<file path="config.mk">
export PLATFORM = sky130hd
export DESIGN_NAME = priority_task_scheduler_flat
export DESIGN_NICKNAME = d
export VERILOG_FILES = /design/src/pts_pkg.sv /design/src/pts_if.sv /design/src/priority_task_scheduler.sv /design/src/flat_wrapper.sv
export SDC_FILE = /design/constraint.sdc
export NUM_CORES = 2
export LEC_CHECK = 0
export BUFFER_PORTS_ARGS = -buffer_cell sky130_fd_sc_hd__buf_2
export CAP_MARGIN = 40
export CORE_UTILIZATION = 65
export DETAILED_ROUTE_END_ITERATION = 6
export GPL_TIMING_DRIVEN = 0
export PLACE_DENSITY = 0.78
export SKIP_LAST_GASP = 1
export SYNTH_ARGS = -nofsm -noshare
export SYNTH_HDL_FRONTEND = slang
export SYNTH_SLANG_ARGS = --single-unit
</file>
<file path="constraint.sdc">
create_clock -name i_clk -period 11 [get_ports i_clk]
set_input_delay 1.1 -clock i_clk [delete_from_list [all_inputs] [get_ports i_clk]]
set_output_delay 1.1 -clock i_clk [all_outputs]
set_load 0.01 [all_outputs]
</file>
<file path="src/pts_pkg.sv">
`timescale 1ns / 1ps
// ----------------------------------------------------------------------------
// pts_pkg
// shared types, codes and sizes of the priority task scheduler
// ----------------------------------------------------------------------------
package pts_pkg;

    localparam int PTS_MAX_TASKS = 16;
    localparam int PTS_NUM_PRIO  = 8;

    localparam int TICK_RATE_W = 20;
    localparam int PRIO_W      = 8;
    localparam int DELAY_W     = 32;
    localparam int STATUS_W    = 3;
    localparam int ID_W        = 4;
    localparam int TICK_W      = 64;

    localparam logic [TICK_RATE_W-1:0] TICK_RATE_RST = 20'd1000;

    // ms * rate + 999 and its quotient by 1000, one 16 bit chunk per cycle
    localparam int PROD_W    = DELAY_W + TICK_RATE_W;
    localparam int NUM_W     = 64;
    localparam int CHUNK_W   = 16;
    localparam int DIV_STEPS = NUM_W / CHUNK_W;
    localparam int DIV_CNT_W = $clog2(DIV_STEPS);
    localparam int REM_W     = 10;
    localparam int PART_W    = REM_W + CHUNK_W;
    localparam int RECIP_W   = 27;
    localparam int RECIP_SH  = 36;
    localparam int MULQ_W    = PART_W + RECIP_W;

    localparam logic [NUM_W-1:0]   ROUND_UP = NUM_W'(999);
    localparam logic [REM_W-1:0]   DIVISOR  = 10'd1000;
    // ceil(2^36 / 1000), exact for every partial dividend below 1000 * 2^16
    localparam logic [RECIP_W-1:0] RECIP    = 27'd68719477;

    // commands
    localparam logic [1:0] CMD_CREATE   = 2'd0;
    localparam logic [1:0] CMD_TICK     = 2'd1;
    localparam logic [1:0] CMD_SCHEDULE = 2'd2;
    localparam logic [1:0] CMD_DELAY    = 2'd3;

    // result status
    localparam logic [STATUS_W-1:0] RES_OK       = 3'd0;
    localparam logic [STATUS_W-1:0] RES_BAD_PRIO = 3'd1;
    localparam logic [STATUS_W-1:0] RES_FULL     = 3'd2;
    localparam logic [STATUS_W-1:0] RES_IDLE     = 3'd3;
    localparam logic [STATUS_W-1:0] RES_NO_CUR   = 3'd4;

    typedef enum logic [1:0] {
        TS_UNUSED  = 2'd0,
        TS_READY   = 2'd1,
        TS_RUNNING = 2'd2,
        TS_DELAYED = 2'd3
    } t_task_st;

    typedef enum logic [3:0] {
        S_IDLE,
        S_APP0,
        S_APP1,
        S_TK_RD,
        S_TK_CHK,
        S_SC_POP,
        S_DL_DIV,
        S_DL_WAKE,
        S_DL_HEAD,
        S_DL_WALK,
        S_DL_CMP,
        S_DL_LNK1,
        S_DL_LNK2,
        S_FIN
    } t_state;

endpackage

</file>
<file path="src/pts_if.sv">
`timescale 1ns / 1ps
// ----------------------------------------------------------------------------
// pts_if
// command and result channels of the priority task scheduler
// ----------------------------------------------------------------------------
interface pts_cmd_if
    import pts_pkg::*;
();
    logic                 valid;
    logic                 ready;
    logic [1:0]           cmd;
    logic [PRIO_W-1:0]    priority_req;
    logic [DELAY_W-1:0]   delay_ms;

    modport source (output valid, cmd, priority_req, delay_ms, input ready);
    modport sink   (input valid, cmd, priority_req, delay_ms, output ready);
endinterface

interface pts_res_if
    import pts_pkg::*;
();
    logic                 valid;
    logic                 ready;
    logic [STATUS_W-1:0]  status;
    logic [ID_W-1:0]      task_id;
    logic                 task_valid;
    logic [ID_W-1:0]      running_task;
    logic                 running_valid;
    logic                 resched_pending;
    logic [TICK_W-1:0]    tick_now;

    modport source (output valid, status, task_id, task_valid, running_task,
                    running_valid, resched_pending, tick_now, input ready);
    modport sink   (input valid, status, task_id, task_valid, running_task,
                    running_valid, resched_pending, tick_now, output ready);
endinterface

</file>
<file path="src/priority_task_scheduler.sv">
`timescale 1ns / 1ps
// ----------------------------------------------------------------------------
// priority_task_scheduler
// fixed priority round robin scheduler over a table of task slots
// ----------------------------------------------------------------------------
// One command is worked on at a time; a new one is taken once the previous
// result sits in the output register. Task links and wake ticks live in two
// synchronous memories with one write and one read port each, so every list
// step waits on a registered read. Delay turns milliseconds into ticks as
// ms * rate / 1000 rounded up, dividing by 1000 16 bits per cycle by
// reciprocal multiplication. A stalled result holds the next one in S_FIN.
// The tick rate register may only be written while no command is in flight.
// ----------------------------------------------------------------------------
module priority_task_scheduler
    import pts_pkg::*;
#(
    parameter int MAX_TASKS      = PTS_MAX_TASKS,
    parameter int NUM_PRIORITIES = PTS_NUM_PRIO
) (
    input  logic                    i_clk,
    input  logic                    i_rst_n,
    input  logic                    i_cfg_wr_en,
    input  logic [TICK_RATE_W-1:0]  i_cfg_wr_data,
    pts_cmd_if.sink                 i_cmd,
    pts_res_if.source               o_res
);

    localparam int SW = $clog2(MAX_TASKS);
    localparam int PW = SW + 1;                 // slot pointer with a nil code
    localparam int QW = $clog2(NUM_PRIORITIES);
    localparam logic [PW-1:0] NIL = PW'(MAX_TASKS);

    // control state
    t_state                 r_state, n_state;
    logic [TICK_RATE_W-1:0] r_tick_rate;
    t_task_st               r_tstat [MAX_TASKS];
    t_task_st               n_tstat [MAX_TASKS];
    logic [PW-1:0]          r_head [NUM_PRIORITIES];
    logic [PW-1:0]          n_head [NUM_PRIORITIES];
    logic [PW-1:0]          r_dhead, n_dhead;
    logic [PW-1:0]          r_cur, n_cur;
    logic [TICK_W-1:0]      r_tick, n_tick;
    logic                   r_resched, n_resched;
    logic                   r_ov, n_ov;

    // working registers
    logic [QW-1:0]          r_prio [MAX_TASKS];
    logic [QW-1:0]          n_prio [MAX_TASKS];
    logic [PW-1:0]          r_tail [NUM_PRIORITIES];
    logic [PW-1:0]          n_tail [NUM_PRIORITIES];
    logic [PW-1:0]          r_slot, n_slot;
    logic [PW-1:0]          r_ap_slot, n_ap_slot;
    logic [QW-1:0]          r_ap_prio, n_ap_prio;
    t_state                 r_ret, n_ret;
    logic [QW-1:0]          r_pq, n_pq;
    logic [NUM_W-1:0]       r_num, n_num;
    logic [REM_W-1:0]       r_rem, n_rem;
    logic [DIV_CNT_W-1:0]   r_cnt, n_cnt;
    logic [TICK_W-1:0]      r_wake, n_wake;
    logic [PW-1:0]          r_wcur, n_wcur;
    logic [PW-1:0]          r_wnxt, n_wnxt;
    logic [STATUS_W-1:0]    r_rstat, n_rstat;
    logic [PW-1:0]          r_id, n_id;
    logic                   r_idv, n_idv;

    // result register
    logic [STATUS_W-1:0]    r_o_status;
    logic [ID_W-1:0]        r_o_id;
    logic                   r_o_idv;
    logic [ID_W-1:0]        r_o_run;
    logic                   r_o_runv;
    logic                   r_o_resched;
    logic [TICK_W-1:0]      r_o_tick;
    logic                   load_out;

    // link and wake memories
    logic [PW-1:0]          m_link [MAX_TASKS];
    logic [TICK_W-1:0]      m_wake [MAX_TASKS];
    logic [PW-1:0]          r_link_q;
    logic [TICK_W-1:0]      r_wake_q;
    logic                   link_we, wake_we, rd_en;
    logic [SW-1:0]          link_wa, wake_wa, rd_a;
    logic [PW-1:0]          link_wd;
    logic [TICK_W-1:0]      wake_wd;

    // searches and arithmetic
    logic [PW-1:0]          free_slot;
    logic                   free_ok;
    logic [QW-1:0]          top_prio;
    logic                   top_ok;
    logic                   cmd_xfer;
    logic [PROD_W-1:0]      prod;
    logic [PART_W-1:0]      div_part;
    logic [MULQ_W-1:0]      div_prod;
    logic [CHUNK_W-1:0]     div_q;
    logic [REM_W-1:0]       div_r;
    logic [TICK_W-1:0]      ticks;
    logic [TICK_W-1:0]      wake_new;

    assign cmd_xfer    = i_cmd.valid && i_cmd.ready;
    assign i_cmd.ready = (r_state == S_IDLE);

    // lowest free slot
    always_comb begin
        free_slot = NIL;
        free_ok   = 1'b0;
        for (int i = MAX_TASKS - 1; i >= 0; i--) begin
            if (r_tstat[i] == TS_UNUSED) begin
                free_slot = PW'(i);
                free_ok   = 1'b1;
            end
        end
    end

    // highest non-empty ready queue
    always_comb begin
        top_prio = '0;
        top_ok   = 1'b0;
        for (int p = 0; p < NUM_PRIORITIES; p++) begin
            if (r_head[p] != NIL) begin
                top_prio = QW'(p);
                top_ok   = 1'b1;
            end
        end
    end

    // 32 x 20 product, then long division by 1000 a 16 bit chunk per cycle:
    // each partial dividend is divided by a reciprocal multiply
    assign prod     = PROD_W'(i_cmd.delay_ms) * PROD_W'(r_tick_rate);
    assign div_part = {r_rem, r_num[NUM_W-1 -: CHUNK_W]};
    assign div_prod = MULQ_W'(div_part) * MULQ_W'(RECIP);
    assign div_q    = div_prod[RECIP_SH +: CHUNK_W];
    assign div_r    = REM_W'(div_part - PART_W'(div_q) * PART_W'(DIVISOR));
    assign ticks    = (r_num == '0) ? TICK_W'(1) : TICK_W'(r_num);
    assign wake_new = r_tick + ticks;

    always_comb begin
        n_state   = r_state;
        n_tstat   = r_tstat;
        n_head    = r_head;
        n_dhead   = r_dhead;
        n_cur     = r_cur;
        n_tick    = r_tick;
        n_resched = r_resched;
        n_prio    = r_prio;
        n_tail    = r_tail;
        n_slot    = r_slot;
        n_ap_slot = r_ap_slot;
        n_ap_prio = r_ap_prio;
        n_ret     = r_ret;
        n_pq      = r_pq;
        n_num     = r_num;
        n_rem     = r_rem;
        n_cnt     = r_cnt;
        n_wake    = r_wake;
        n_wcur    = r_wcur;
        n_wnxt    = r_wnxt;
        n_rstat   = r_rstat;
        n_id      = r_id;
        n_idv     = r_idv;
        link_we   = 1'b0;
        link_wa   = r_slot[SW-1:0];
        link_wd   = NIL;
        wake_we   = 1'b0;
        wake_wa   = r_slot[SW-1:0];
        wake_wd   = wake_new;
        rd_en     = 1'b0;
        rd_a      = r_dhead[SW-1:0];
        load_out  = 1'b0;

        unique case (r_state)
            S_IDLE: begin
                if (cmd_xfer) begin
                    n_rstat = RES_OK;
                    n_id    = '0;
                    n_idv   = 1'b0;
                    n_state = S_FIN;
                    unique case (i_cmd.cmd)
                        CMD_CREATE: begin
                            if (32'(i_cmd.priority_req) >= 32'(NUM_PRIORITIES)) begin
                                n_rstat = RES_BAD_PRIO;
                            end else if (!free_ok) begin
                                n_rstat = RES_FULL;
                            end else begin
                                n_tstat[free_slot[SW-1:0]] = TS_READY;
                                n_prio[free_slot[SW-1:0]]  = QW'(i_cmd.priority_req);
                                n_id      = free_slot;
                                n_idv     = 1'b1;
                                n_ap_slot = free_slot;
                                n_ap_prio = QW'(i_cmd.priority_req);
                                n_ret     = S_FIN;
                                n_state   = S_APP0;
                            end
                        end
                        CMD_TICK: begin
                            n_tick    = r_tick + TICK_W'(1);
                            n_resched = 1'b1;
                            n_state   = S_TK_RD;
                        end
                        CMD_SCHEDULE: begin
                            if (!top_ok) begin
                                n_rstat = RES_IDLE;
                            end else begin
                                n_pq    = top_prio;
                                n_slot  = r_head[top_prio];
                                rd_en   = 1'b1;
                                rd_a    = r_head[top_prio][SW-1:0];
                                n_state = S_SC_POP;
                            end
                        end
                        CMD_DELAY: begin
                            if (r_cur == NIL) begin
                                n_rstat = RES_NO_CUR;
                            end else begin
                                n_slot  = r_cur;
                                n_num   = NUM_W'(prod) + ROUND_UP;
                                n_rem   = '0;
                                n_cnt   = '0;
                                n_state = S_DL_DIV;
                            end
                        end
                        default: n_state = S_FIN;
                    endcase
                end
            end

            // append r_ap_slot to the tail of its ready queue
            S_APP0: begin
                link_we = 1'b1;
                link_wa = r_ap_slot[SW-1:0];
                link_wd = NIL;
                if (r_head[r_ap_prio] == NIL) begin
                    n_head[r_ap_prio] = r_ap_slot;
                    n_tail[r_ap_prio] = r_ap_slot;
                    n_state           = r_ret;
                end else begin
                    n_state = S_APP1;
                end
            end
            S_APP1: begin
                link_we           = 1'b1;
                link_wa           = r_tail[r_ap_prio][SW-1:0];
                link_wd           = r_ap_slot;
                n_tail[r_ap_prio] = r_ap_slot;
                n_state           = r_ret;
            end

            // wake every due task at the front of the delayed list
            S_TK_RD: begin
                if (r_dhead == NIL) begin
                    n_state = S_FIN;
                end else begin
                    rd_en   = 1'b1;
                    rd_a    = r_dhead[SW-1:0];
                    n_slot  = r_dhead;
                    n_state = S_TK_CHK;
                end
            end
            S_TK_CHK: begin
                if (r_wake_q <= r_tick) begin
                    n_dhead                 = r_link_q;
                    n_tstat[r_slot[SW-1:0]] = TS_READY;
                    n_ap_slot               = r_slot;
                    n_ap_prio               = r_prio[r_slot[SW-1:0]];
                    n_ret                   = S_TK_RD;
                    n_state                 = S_APP0;
                end else begin
                    n_state = S_FIN;
                end
            end

            // pop the chosen head, requeue the task that ran before
            S_SC_POP: begin
                n_head[r_pq]            = r_link_q;
                link_we                 = 1'b1;
                link_wa                 = r_slot[SW-1:0];
                link_wd                 = NIL;
                n_cur                   = r_slot;
                n_tstat[r_slot[SW-1:0]] = TS_RUNNING;
                n_resched               = 1'b0;
                n_id                    = r_slot;
                n_idv                   = 1'b1;
                n_state                 = S_FIN;
                if (r_cur != NIL && r_cur != r_slot
                    && r_tstat[r_cur[SW-1:0]] == TS_RUNNING) begin
                    n_tstat[r_cur[SW-1:0]] = TS_READY;
                    n_ap_slot              = r_cur;
                    n_ap_prio              = r_prio[r_cur[SW-1:0]];
                    n_ret                  = S_FIN;
                    n_state                = S_APP0;
                end
            end

            // ceil(ms * rate / 1000), quotient chunks shift into r_num
            S_DL_DIV: begin
                n_rem = div_r;
                n_num = {r_num[NUM_W-CHUNK_W-1:0], div_q};
                n_cnt = r_cnt + DIV_CNT_W'(1);
                if (r_cnt == DIV_CNT_W'(DIV_STEPS - 1)) begin
                    n_state = S_DL_WAKE;
                end
            end
            S_DL_WAKE: begin
                n_wake                  = wake_new;
                wake_we                 = 1'b1;
                n_tstat[r_slot[SW-1:0]] = TS_DELAYED;
                n_cur                   = NIL;
                n_resched               = 1'b0;
                if (r_dhead == NIL) begin
                    link_we = 1'b1;
                    link_wd = NIL;
                    n_dhead = r_slot;
                    n_state = S_FIN;
                end else begin
                    rd_en   = 1'b1;
                    rd_a    = r_dhead[SW-1:0];
                    n_state = S_DL_HEAD;
                end
            end
            S_DL_HEAD: begin
                if (r_wake < r_wake_q) begin
                    link_we = 1'b1;
                    link_wd = r_dhead;
                    n_dhead = r_slot;
                    n_state = S_FIN;
                end else begin
                    n_wcur  = r_dhead;
                    n_wnxt  = r_link_q;
                    n_state = S_DL_WALK;
                end
            end
            S_DL_WALK: begin
                if (r_wnxt == NIL) begin
                    n_state = S_DL_LNK1;
                end else begin
                    rd_en   = 1'b1;
                    rd_a    = r_wnxt[SW-1:0];
                    n_state = S_DL_CMP;
                end
            end
            S_DL_CMP: begin
                // equal wake ticks go behind, keeping delay order
                if (r_wake_q <= r_wake) begin
                    n_wcur  = r_wnxt;
                    n_wnxt  = r_link_q;
                    n_state = S_DL_WALK;
                end else begin
                    n_state = S_DL_LNK1;
                end
            end
            S_DL_LNK1: begin
                link_we = 1'b1;
                link_wd = r_wnxt;
                n_state = S_DL_LNK2;
            end
            S_DL_LNK2: begin
                link_we = 1'b1;
                link_wa = r_wcur[SW-1:0];
                link_wd = r_slot;
                n_state = S_FIN;
            end

            // hand the result to the output register
            S_FIN: begin
                if (!r_ov || o_res.ready) begin
                    load_out = 1'b1;
                    n_state  = S_IDLE;
                end
            end

            default: n_state = S_IDLE;
        endcase
    end

    always_comb begin
        n_ov = r_ov;
        if (load_out) begin
            n_ov = 1'b1;
        end else if (r_ov && o_res.ready) begin
            n_ov = 1'b0;
        end
    end

    // control registers
    always_ff @(posedge i_clk) begin
        if (!i_rst_n) begin
            r_state     <= S_IDLE;
            r_tick_rate <= TICK_RATE_RST;
            r_dhead     <= NIL;
            r_cur       <= NIL;
            r_tick      <= '0;
            r_resched   <= 1'b0;
            r_ov        <= 1'b0;
            for (int i = 0; i < MAX_TASKS; i++) begin
                r_tstat[i] <= TS_UNUSED;
            end
            for (int p = 0; p < NUM_PRIORITIES; p++) begin
                r_head[p] <= NIL;
            end
        end else begin
            r_state   <= n_state;
            r_dhead   <= n_dhead;
            r_cur     <= n_cur;
            r_tick    <= n_tick;
            r_resched <= n_resched;
            r_ov      <= n_ov;
            r_tstat   <= n_tstat;
            r_head    <= n_head;
            if (i_cfg_wr_en) begin
                r_tick_rate <= i_cfg_wr_data;
            end
        end
    end

    // working and result registers
    always_ff @(posedge i_clk) begin
        r_prio    <= n_prio;
        r_tail    <= n_tail;
        r_slot    <= n_slot;
        r_ap_slot <= n_ap_slot;
        r_ap_prio <= n_ap_prio;
        r_ret     <= n_ret;
        r_pq      <= n_pq;
        r_num     <= n_num;
        r_rem     <= n_rem;
        r_cnt     <= n_cnt;
        r_wake    <= n_wake;
        r_wcur    <= n_wcur;
        r_wnxt    <= n_wnxt;
        r_rstat   <= n_rstat;
        r_id      <= n_id;
        r_idv     <= n_idv;
        if (load_out) begin
            r_o_status  <= r_rstat;
            r_o_id      <= r_idv ? ID_W'(r_id) : '0;
            r_o_idv     <= r_idv;
            r_o_run     <= (r_cur != NIL) ? ID_W'(r_cur) : '0;
            r_o_runv    <= (r_cur != NIL);
            r_o_resched <= r_resched;
            r_o_tick    <= r_tick;
        end
    end

    // link memory
    always_ff @(posedge i_clk) begin
        if (link_we) begin
            m_link[link_wa] <= link_wd;
        end
        if (rd_en) begin
            r_link_q <= m_link[rd_a];
        end
    end

    // wake tick memory
    always_ff @(posedge i_clk) begin
        if (wake_we) begin
            m_wake[wake_wa] <= wake_wd;
        end
        if (rd_en) begin
            r_wake_q <= m_wake[rd_a];
        end
    end

    assign o_res.valid           = r_ov;
    assign o_res.status          = r_o_status;
    assign o_res.task_id         = r_o_id;
    assign o_res.task_valid      = r_o_idv;
    assign o_res.running_task    = r_o_run;
    assign o_res.running_valid   = r_o_runv;
    assign o_res.resched_pending = r_o_resched;
    assign o_res.tick_now        = r_o_tick;

endmodule

</file>
<file path="src/flat_wrapper.sv">
// flat-port wrapper written by rule: the top's interface ports become plain ports
module priority_task_scheduler_flat import pts_pkg::*;
#(
    parameter int MAX_TASKS      = PTS_MAX_TASKS,
    parameter int NUM_PRIORITIES = PTS_NUM_PRIO
)
  (i_clk, i_rst_n, i_cfg_wr_en, i_cfg_wr_data, i_cmd_valid, i_cmd_cmd, i_cmd_priority_req, i_cmd_delay_ms, i_cmd_ready, o_res_valid, o_res_status, o_res_task_id, o_res_task_valid, o_res_running_task, o_res_running_valid, o_res_resched_pending, o_res_tick_now, o_res_ready);
  pts_cmd_if i_cmd_i ();
  pts_res_if o_res_i ();
  input  logic i_clk;
  input  logic i_rst_n;
  input  logic i_cfg_wr_en;
  input  logic [TICK_RATE_W-1:0] i_cfg_wr_data;
  input wire logic [$bits(i_cmd_i.valid)-1:0] i_cmd_valid;
  input wire logic [$bits(i_cmd_i.cmd)-1:0] i_cmd_cmd;
  input wire logic [$bits(i_cmd_i.priority_req)-1:0] i_cmd_priority_req;
  input wire logic [$bits(i_cmd_i.delay_ms)-1:0] i_cmd_delay_ms;
  output wire logic [$bits(i_cmd_i.ready)-1:0] i_cmd_ready;
  output wire logic [$bits(o_res_i.valid)-1:0] o_res_valid;
  output wire logic [$bits(o_res_i.status)-1:0] o_res_status;
  output wire logic [$bits(o_res_i.task_id)-1:0] o_res_task_id;
  output wire logic [$bits(o_res_i.task_valid)-1:0] o_res_task_valid;
  output wire logic [$bits(o_res_i.running_task)-1:0] o_res_running_task;
  output wire logic [$bits(o_res_i.running_valid)-1:0] o_res_running_valid;
  output wire logic [$bits(o_res_i.resched_pending)-1:0] o_res_resched_pending;
  output wire logic [$bits(o_res_i.tick_now)-1:0] o_res_tick_now;
  input wire logic [$bits(o_res_i.ready)-1:0] o_res_ready;
  assign i_cmd_i.valid = i_cmd_valid;
  assign i_cmd_i.cmd = i_cmd_cmd;
  assign i_cmd_i.priority_req = i_cmd_priority_req;
  assign i_cmd_i.delay_ms = i_cmd_delay_ms;
  assign i_cmd_ready = i_cmd_i.ready;
  assign o_res_valid = o_res_i.valid;
  assign o_res_status = o_res_i.status;
  assign o_res_task_id = o_res_i.task_id;
  assign o_res_task_valid = o_res_i.task_valid;
  assign o_res_running_task = o_res_i.running_task;
  assign o_res_running_valid = o_res_i.running_valid;
  assign o_res_resched_pending = o_res_i.resched_pending;
  assign o_res_tick_now = o_res_i.tick_now;
  assign o_res_i.ready = o_res_ready;
  priority_task_scheduler #(.MAX_TASKS(MAX_TASKS), .NUM_PRIORITIES(NUM_PRIORITIES)) u_core (.i_clk(i_clk), .i_rst_n(i_rst_n), .i_cfg_wr_en(i_cfg_wr_en), .i_cfg_wr_data(i_cfg_wr_data), .i_cmd(i_cmd_i), .o_res(o_res_i));
endmodule
</file>
# Yosys cells after proc, flatten, opt, wreduce, memory -nomap -nowiden
# Memory sizes are Yosys's and may differ from the RTL's. A register that Yosys moved wholly into a read port is not among the register bits.
# Cells that the tools add are included.
[word_totals] inputBits=67 register_bits=515 mem_count=2 mem_bits_rw=1104 elab_cells=434
[classes] n_addsub=5 muxes=203 reduce_logical=60 n_mul=3 n_eq_ne=50 n_lt_le_gt_ge=15 bitwise=20
[mem_list] name="u_core.m_wake" words=16 word_bits=64 rd=1 rd_clocked_by_memory_dff=1 wr=1 line_no="priority_task_scheduler.sv:78" text="logic [TICK_W-1:0] m_wake [MAX_TASKS];"
[mem_list] name="u_core.m_link" words=16 word_bits=5 rd=1 rd_clocked_by_memory_dff=1 wr=1 line_no="priority_task_scheduler.sv:77" text="logic [PW-1:0] m_link [MAX_TASKS];"
[op_table] cell="64-bit 2-to-1 mux" count=4
[op_table] cell="32-bit 2-to-1 mux" count=6
[op_table] cell="5-bit 2-to-1 mux" count=37
[op_table] cell="40-bit one-hot mux with 2 select lines" count=2
[op_table] cell="64-bit <= comparator" count=2
[op_table] cell="32-bit one-hot mux with 4 select lines" count=1
[op_table] cell="64-bit one-hot mux with 2 select lines" count=1
[op_table] cell="40-bit bitwise mux" count=3
[op_table] cell="4-bit 2-to-1 mux" count=29
[op_table] cell="40-bit 2-to-1 mux" count=2
[op_table] cell="64-bit by 1-bit adder with 64-bit output (second input constant)" count=1
[op_table] cell="64-bit adder" count=1
[op_table] cell="16-bit bitwise AND" count=4
[op_table] cell="64-bit zero test" count=1
[op_table] cell="64-bit < comparator" count=1
[op_table] cell="16-bit inverter" count=4
[op_table] cell="16-bit bitwise OR" count=4
[op_table] cell="3-bit 2-to-1 mux" count=19
[op_table] cell="4-bit one-hot mux with 14 select lines" count=1
[op_table] cell="52-bit by 10-bit adder with 53-bit output (second input constant)" count=1
[op_table] cell="26-bit by 27-bit multiplier with 52-bit output (second input constant)" count=1
[op_table] cell="32-bit by 20-bit multiplier with 52-bit output" count=1
[op_table] cell="48-bit bitwise mux" count=1
[op_table] cell="1-bit 2-to-1 mux" count=48
[op_table] cell="59 further kinds" count=181

# Logic depth before layout (Yosys ltp)
[logic_depth] word_depth=29 mapped_depth=38 mapped_depth_nobuf=38

# Least setup slack after synthesis
# Ideal clock, no wire load.
[synth_timing] path_type="register to register" start="register u_core.r_num[56]" end="register u_core.r_rem[9], data pin" stages_incl_launch_ff=31 slack_ns=1.969 required_ns=10.734 t_arrival_ns=8.765 cell_sequence="edfxtp_1 > fa_1 > inv_1 > fa_1 > fa_1 > inv_1 > ha_1 > fa_1 > inv_1 > fa_1 > fa_1 > inv_1 > ha_1 > a2111o_1 > a2111oi_0 > nor2_1 > a211o_1 > a221oi_1 > xnor2_1 > ha_1 > ha_1 > inv_1 > fa_1 > fa_1 > inv_1 > ha_1 > xor2_1 > ha_1 > o41ai_1 > xnor2_1 > nor2_1"
[synth_between] elab_chain_cells=4
[synth_rtl] item="start, declared" line_no="priority_task_scheduler.sv:56" text="logic [NUM_W-1:0] r_num, n_num;"
[synth_rtl] item="start signal, assigned" line_no="priority_task_scheduler.sv:424" text="r_num <= n_num;"
[synth_rtl] item="26-bit by 27-bit multiplier with 52-bit output" line_no="priority_task_scheduler.sv:131" text="assign div_prod = MULQ_W'(div_part) * MULQ_W'(RECIP);"
[synth_rtl] item="16-bit by 7-bit multiplier with 7-bit output" line_no="priority_task_scheduler.sv:133" text="assign div_r = REM_W'(div_part - PART_W'(div_q) * PART_W'(DIVISOR));"
[synth_rtl] item="10-bit subtractor *" line_no="priority_task_scheduler.sv:133"
[synth_rtl] item="10-bit one-hot mux with 2 select lines *" line_no="priority_task_scheduler.sv:171" text="unique case (r_state)"
[synth_rtl] item="end signal, assigned" line_no="priority_task_scheduler.sv:425" text="r_rem <= n_rem;"
[synth_rtl] item="end, declared" line_no="priority_task_scheduler.sv:57" text="logic [REM_W-1:0] r_rem, n_rem;"
# Mark *: on every way between the ends. The rest lies on a longest branch, timed or not.
# A chain may end at the register's enable or synchronous reset.

# Final worst setup path
[layout_timing] start="register u_core.r_num[57]" end="register u_core.r_rem[9], data pin"
# Same word-level chain as after synthesis.

==> impl_results.md <==
* Required time worst endpoint at ~12 ns
* Cell with the biggest individual delay on the critical path: edfxtp_1
* Xor-xnor portion of the synthesized cell area at between 1.5 and 2%
* Routed length per instance at between 20 and 30 microns
* Instance area at placement at approximately 110000 sq um
* Number of max-slew violations in the final report at 0
* Cell taking the most area after synthesis: edfxtp_1
* Worst Path Arrival at ~11 ns
* Depth of the critical timing path with buffers and inverters included at 32
* Largest fanout of any net on the critical path at 10
* Post-detailed-route DRC marker count at 3
* Final number of hold-violating endpoints at 0
* Basic-gate share of the synthesized area counting and, or, nand and nor cells at roughly 10%
* Maximum level of the CTS H-tree at 4
* Post-synthesis cell count at around 9000
* Bufs on Longest Clock Path at 3
* Critical path class: flip-flop to flip-flop
* Vias in the first global route at ~75000
* Type of the worst min-delay path: flip-flop to flip-flop
* Wire length after detailed routing at 302000 microns
* Multiplexer fraction of the synthesized cell area at under 10%
* Floorplan die area at between 150000 and 200000 sq um
* Clk slew on worst S/H paths at roughly 0.06 ns
* Slew of the pin with the lowest slew margin at between 1 and 1.5 ns
* Most common flop cell mapped by yosys: edfxtp_1
* Final design area excluding fillers at ~120000 sq um
* Cell row count at 147
* Category of the worst setup path capture point: flip-flop
* DIE HEIGHT at between 400 and 500 microns
* First-pass GRT wire length at approximately 450000 microns
* Headroom to the max-slew limit at 25.0%
* Final setup fails at 0
* Core ar. at 161000 sq um
* Net count, final at between 10000 and 15000
* Drt first-iter violations at around 8000
* Unrepaired setup endpoints after global routing: false
* Number of antenna violations at the first check in global routing at 19
* Global-route congestion overflow total at 0
* Post-synthesis compound-gate area fraction at 8.75%
* Total global-route track usage at 37.1%
* Num CTS Buffers at 170
* Avg Cell Area, Syn at roughly 12 sq um
* Number of sinks driven by the clock tree at 1678
* HPWL after detailed placement at about 230000 microns
* Horizontal die dimension at 404 microns
* Number of violations of the max-capacitance limit at 0
* Post-synth EDFFs at about 1500
* R2r worst-path depth at 32
* Largest cells by area after synthesis: edfxtp_1 (43%), fa_1 (15%), ha_1 (7.9%), inv_1 (3.9%), nand2_1 (3.5%)
* Count of distinct cell types in the synthesized netlist at 86
* Area share of the largest cell type after synthesis at between 40% and 50%
* Sequential area share after synthesis at 46.3%
* Pin count of the biggest net entering global routing at 40
* Number of primary I/O pins at roughly 150
* Post-synthesis instance area at approximately 110000 sq um
* Violations in the final reports: DRC
* Achievable clock frequency at 0.0933 GHz
* Number of optimization iterations in the first detailed-route pass at 7
* Post-DRT Antenna Nets at 0
* Fillcell total at approximately 11000
* Initial core utilization at 65.5%
* Via/cell ratio at ~6.3
* Footprint of the multi-input gates at ~51000 sq um
* RD Place Congestion at just over 1
* Launching element type of the critical path: flip-flop
* Hold buffer count at CTS at 0
* Buffers plus inverters on the worst setup path at 8
* Storage cell area at around 49000 sq um
* Time the worst path needs with I/O delays and setup at between 10 and 15 ns
* Period utilisation layout at 97.5%
* Clock tree from TritonCTS: built
* Largest incremental delay on the critical path at 0.87 ns
* Share of cells above drive strength 1 at 8.61%
* Cell type with the highest occurrence count on the critical path: ha_1
* YS warnings at 0
* Clock latency reported for the late side of the worst-skew pair at about 0.85 ns
* Result of the run: complete, but fails checks
* Layout overhead on the synthesized area at 10.3%
* FFs w/ async S/R, synth at 0%
* Post-Synth Adder-Cell Area at between 20% and 30%
* Port bufs at about 110
* Gate family responsible for the most delay along the worst path: adder cells
* Cell at the root of the clock tree: clkbuf_16
* Skew final at between 0.05 and 0.06 ns
* Synth Net Count at between 10000 and 15000
* Synthesized flop and latch total at ~1700
* Min-Delay Path Depth at 0
* Overall via count from detail_route at 74600
* Combinational family with the most area after synthesis: adder cells
-- final timing paths --
kind | slack [ns] | startpoint | to
hold reg to reg | 0.43 | u_core.r_tick[63]$_SDFFE_PN0P_ | u_core.o_res.tick_now[63]$_DFFE_PP_
setup / recovery | 0.28 | u_core.r_num[57]$_SDFFCE_PN0P_ | u_core.r_rem[9]$_SDFFCE_PN0P_
setup reg to reg | 0.28 | u_core.r_num[57]$_SDFFCE_PN0P_ | u_core.r_rem[9]$_SDFFCE_PN0P_
hold / removal | 0.43 | u_core.r_tick[63]$_SDFFE_PN0P_ | u_core.o_res.tick_now[63]$_DFFE_PP_
-- sequential cells by signal, summed over array words and instances, names as in the netlist, 5 cells and up --
| register | count |
|---|---|
| u_core.r_ap_slot | 5 |
| u_core.r_prio | 48 |
| u_core.r_tail | 32 |
| u_core.r_link_q | 5 |
| u_core.r_tstat | 32 |
| u_core.r_rem | 10 |
| u_core.r_num | 64 |
| u_core.r_head | 40 |
| u_core.r_tick | 64 |
| u_core.o_res.tick_now | 64 |
| u_core.r_wnxt | 5 |
| u_core.m_wake | 1024 |
| u_core.r_dhead | 5 |
| u_core.m_link | 80 |
| u_core.r_wake_q | 64 |
| u_core.r_tick_rate | 20 |
| u_core.r_slot | 5 |
| u_core.r_cur | 5 |
| u_core.r_wake | 64 |
-- layout make-up --
class,count,share of cell area [%]
Antenna cell,9,0.0194
Buffer,485,1.63
Clock buffer,217,3.90
Clock inverter,94,0.888
Inverter,1104,3.57
Multi-Input combinational cell,5737,43.7
Sequential cell,1678,41.9
Tap cell,2160,2.33
Timing Repair Buffer,294,2.05
-- kinds of logic after synthesis --
group / count (synthesis)
xor gates and xnor gates: 198
DFF: 1678
adders and majority gates: 1430
buffers and inverters: 1589
muxes: 484
AOI/OAI and AO/OA: 1373
and+or+nand+nor: 2252
-- stage by stage --
stage	hold slack [ns]	TNS (ns)	setup slack [ns]	std cells	utilization [%]
floorplan	0.400	0	1.97	9004	-
global placement	0.410	-168.39	-1.06	11300	67.5
detailed placement	0.418	0	0.387	11500	68.7
CTS	0.432	0	0.330	11800	72.2
global route	0.440	0	0.0332	11800	72.2
finish	0.432	0	0.278	11800	72.3
-- placed cells by master (no fill, tap or decap), types with 172 or more instances in the layout --
cell type  Yosys  final
edfxtp_1    1506   1506
inv_1       1101   1100
nand2_1      969    969
fa_1         762    762
ha_1         667    667
clkbuf_1     409    448
nor2_1       391    388
and2_1       361    361
mux2i_1      309    309
a21oi_1      257    257
o21ai_0      217    216
buf_2         50    175
clkbuf_16      0    172
dfxtp_1      172    172
-- synth_stat cells (all sizes together), types with 38 or more instances --
library cell and n:
mux2i 309, fa 762, xor2 51, nand2 969, nor3 94, edfxtp 1506
dfxtp 172, nor2 391, a311oi 38, buf 76, a31oi 170, a221o 81
and2 361, mux2 141, ha 667, nand2b 41, inv 1104, clkbuf 409
nand3 153, a21o 120, o21ai 222, nand4 54, a211oi 169, xnor2 145
a21oi 257, nor4 41, o22ai 101
-- metal layers --
metal,wire (microns),up-vias,GRT usage (%),part of all wire [%]
li1,-,32300,-,-
met1,113000,37100,48.9,37
met2,140000,4329,58.6,46
met3,31700,907,7.76,10
met4,17300,14,18.6,5.7
met5,87,-,0,0.029
-- timing repair --
action,4_1_cts,5_1_grt
gates resized for setup,0,1
setup buffers,0,1
setup endpoints to repair,0,1
Power is not shown: default switching activity piles up to over one toggle a cycle in this logic, so the estimate is an artifact.
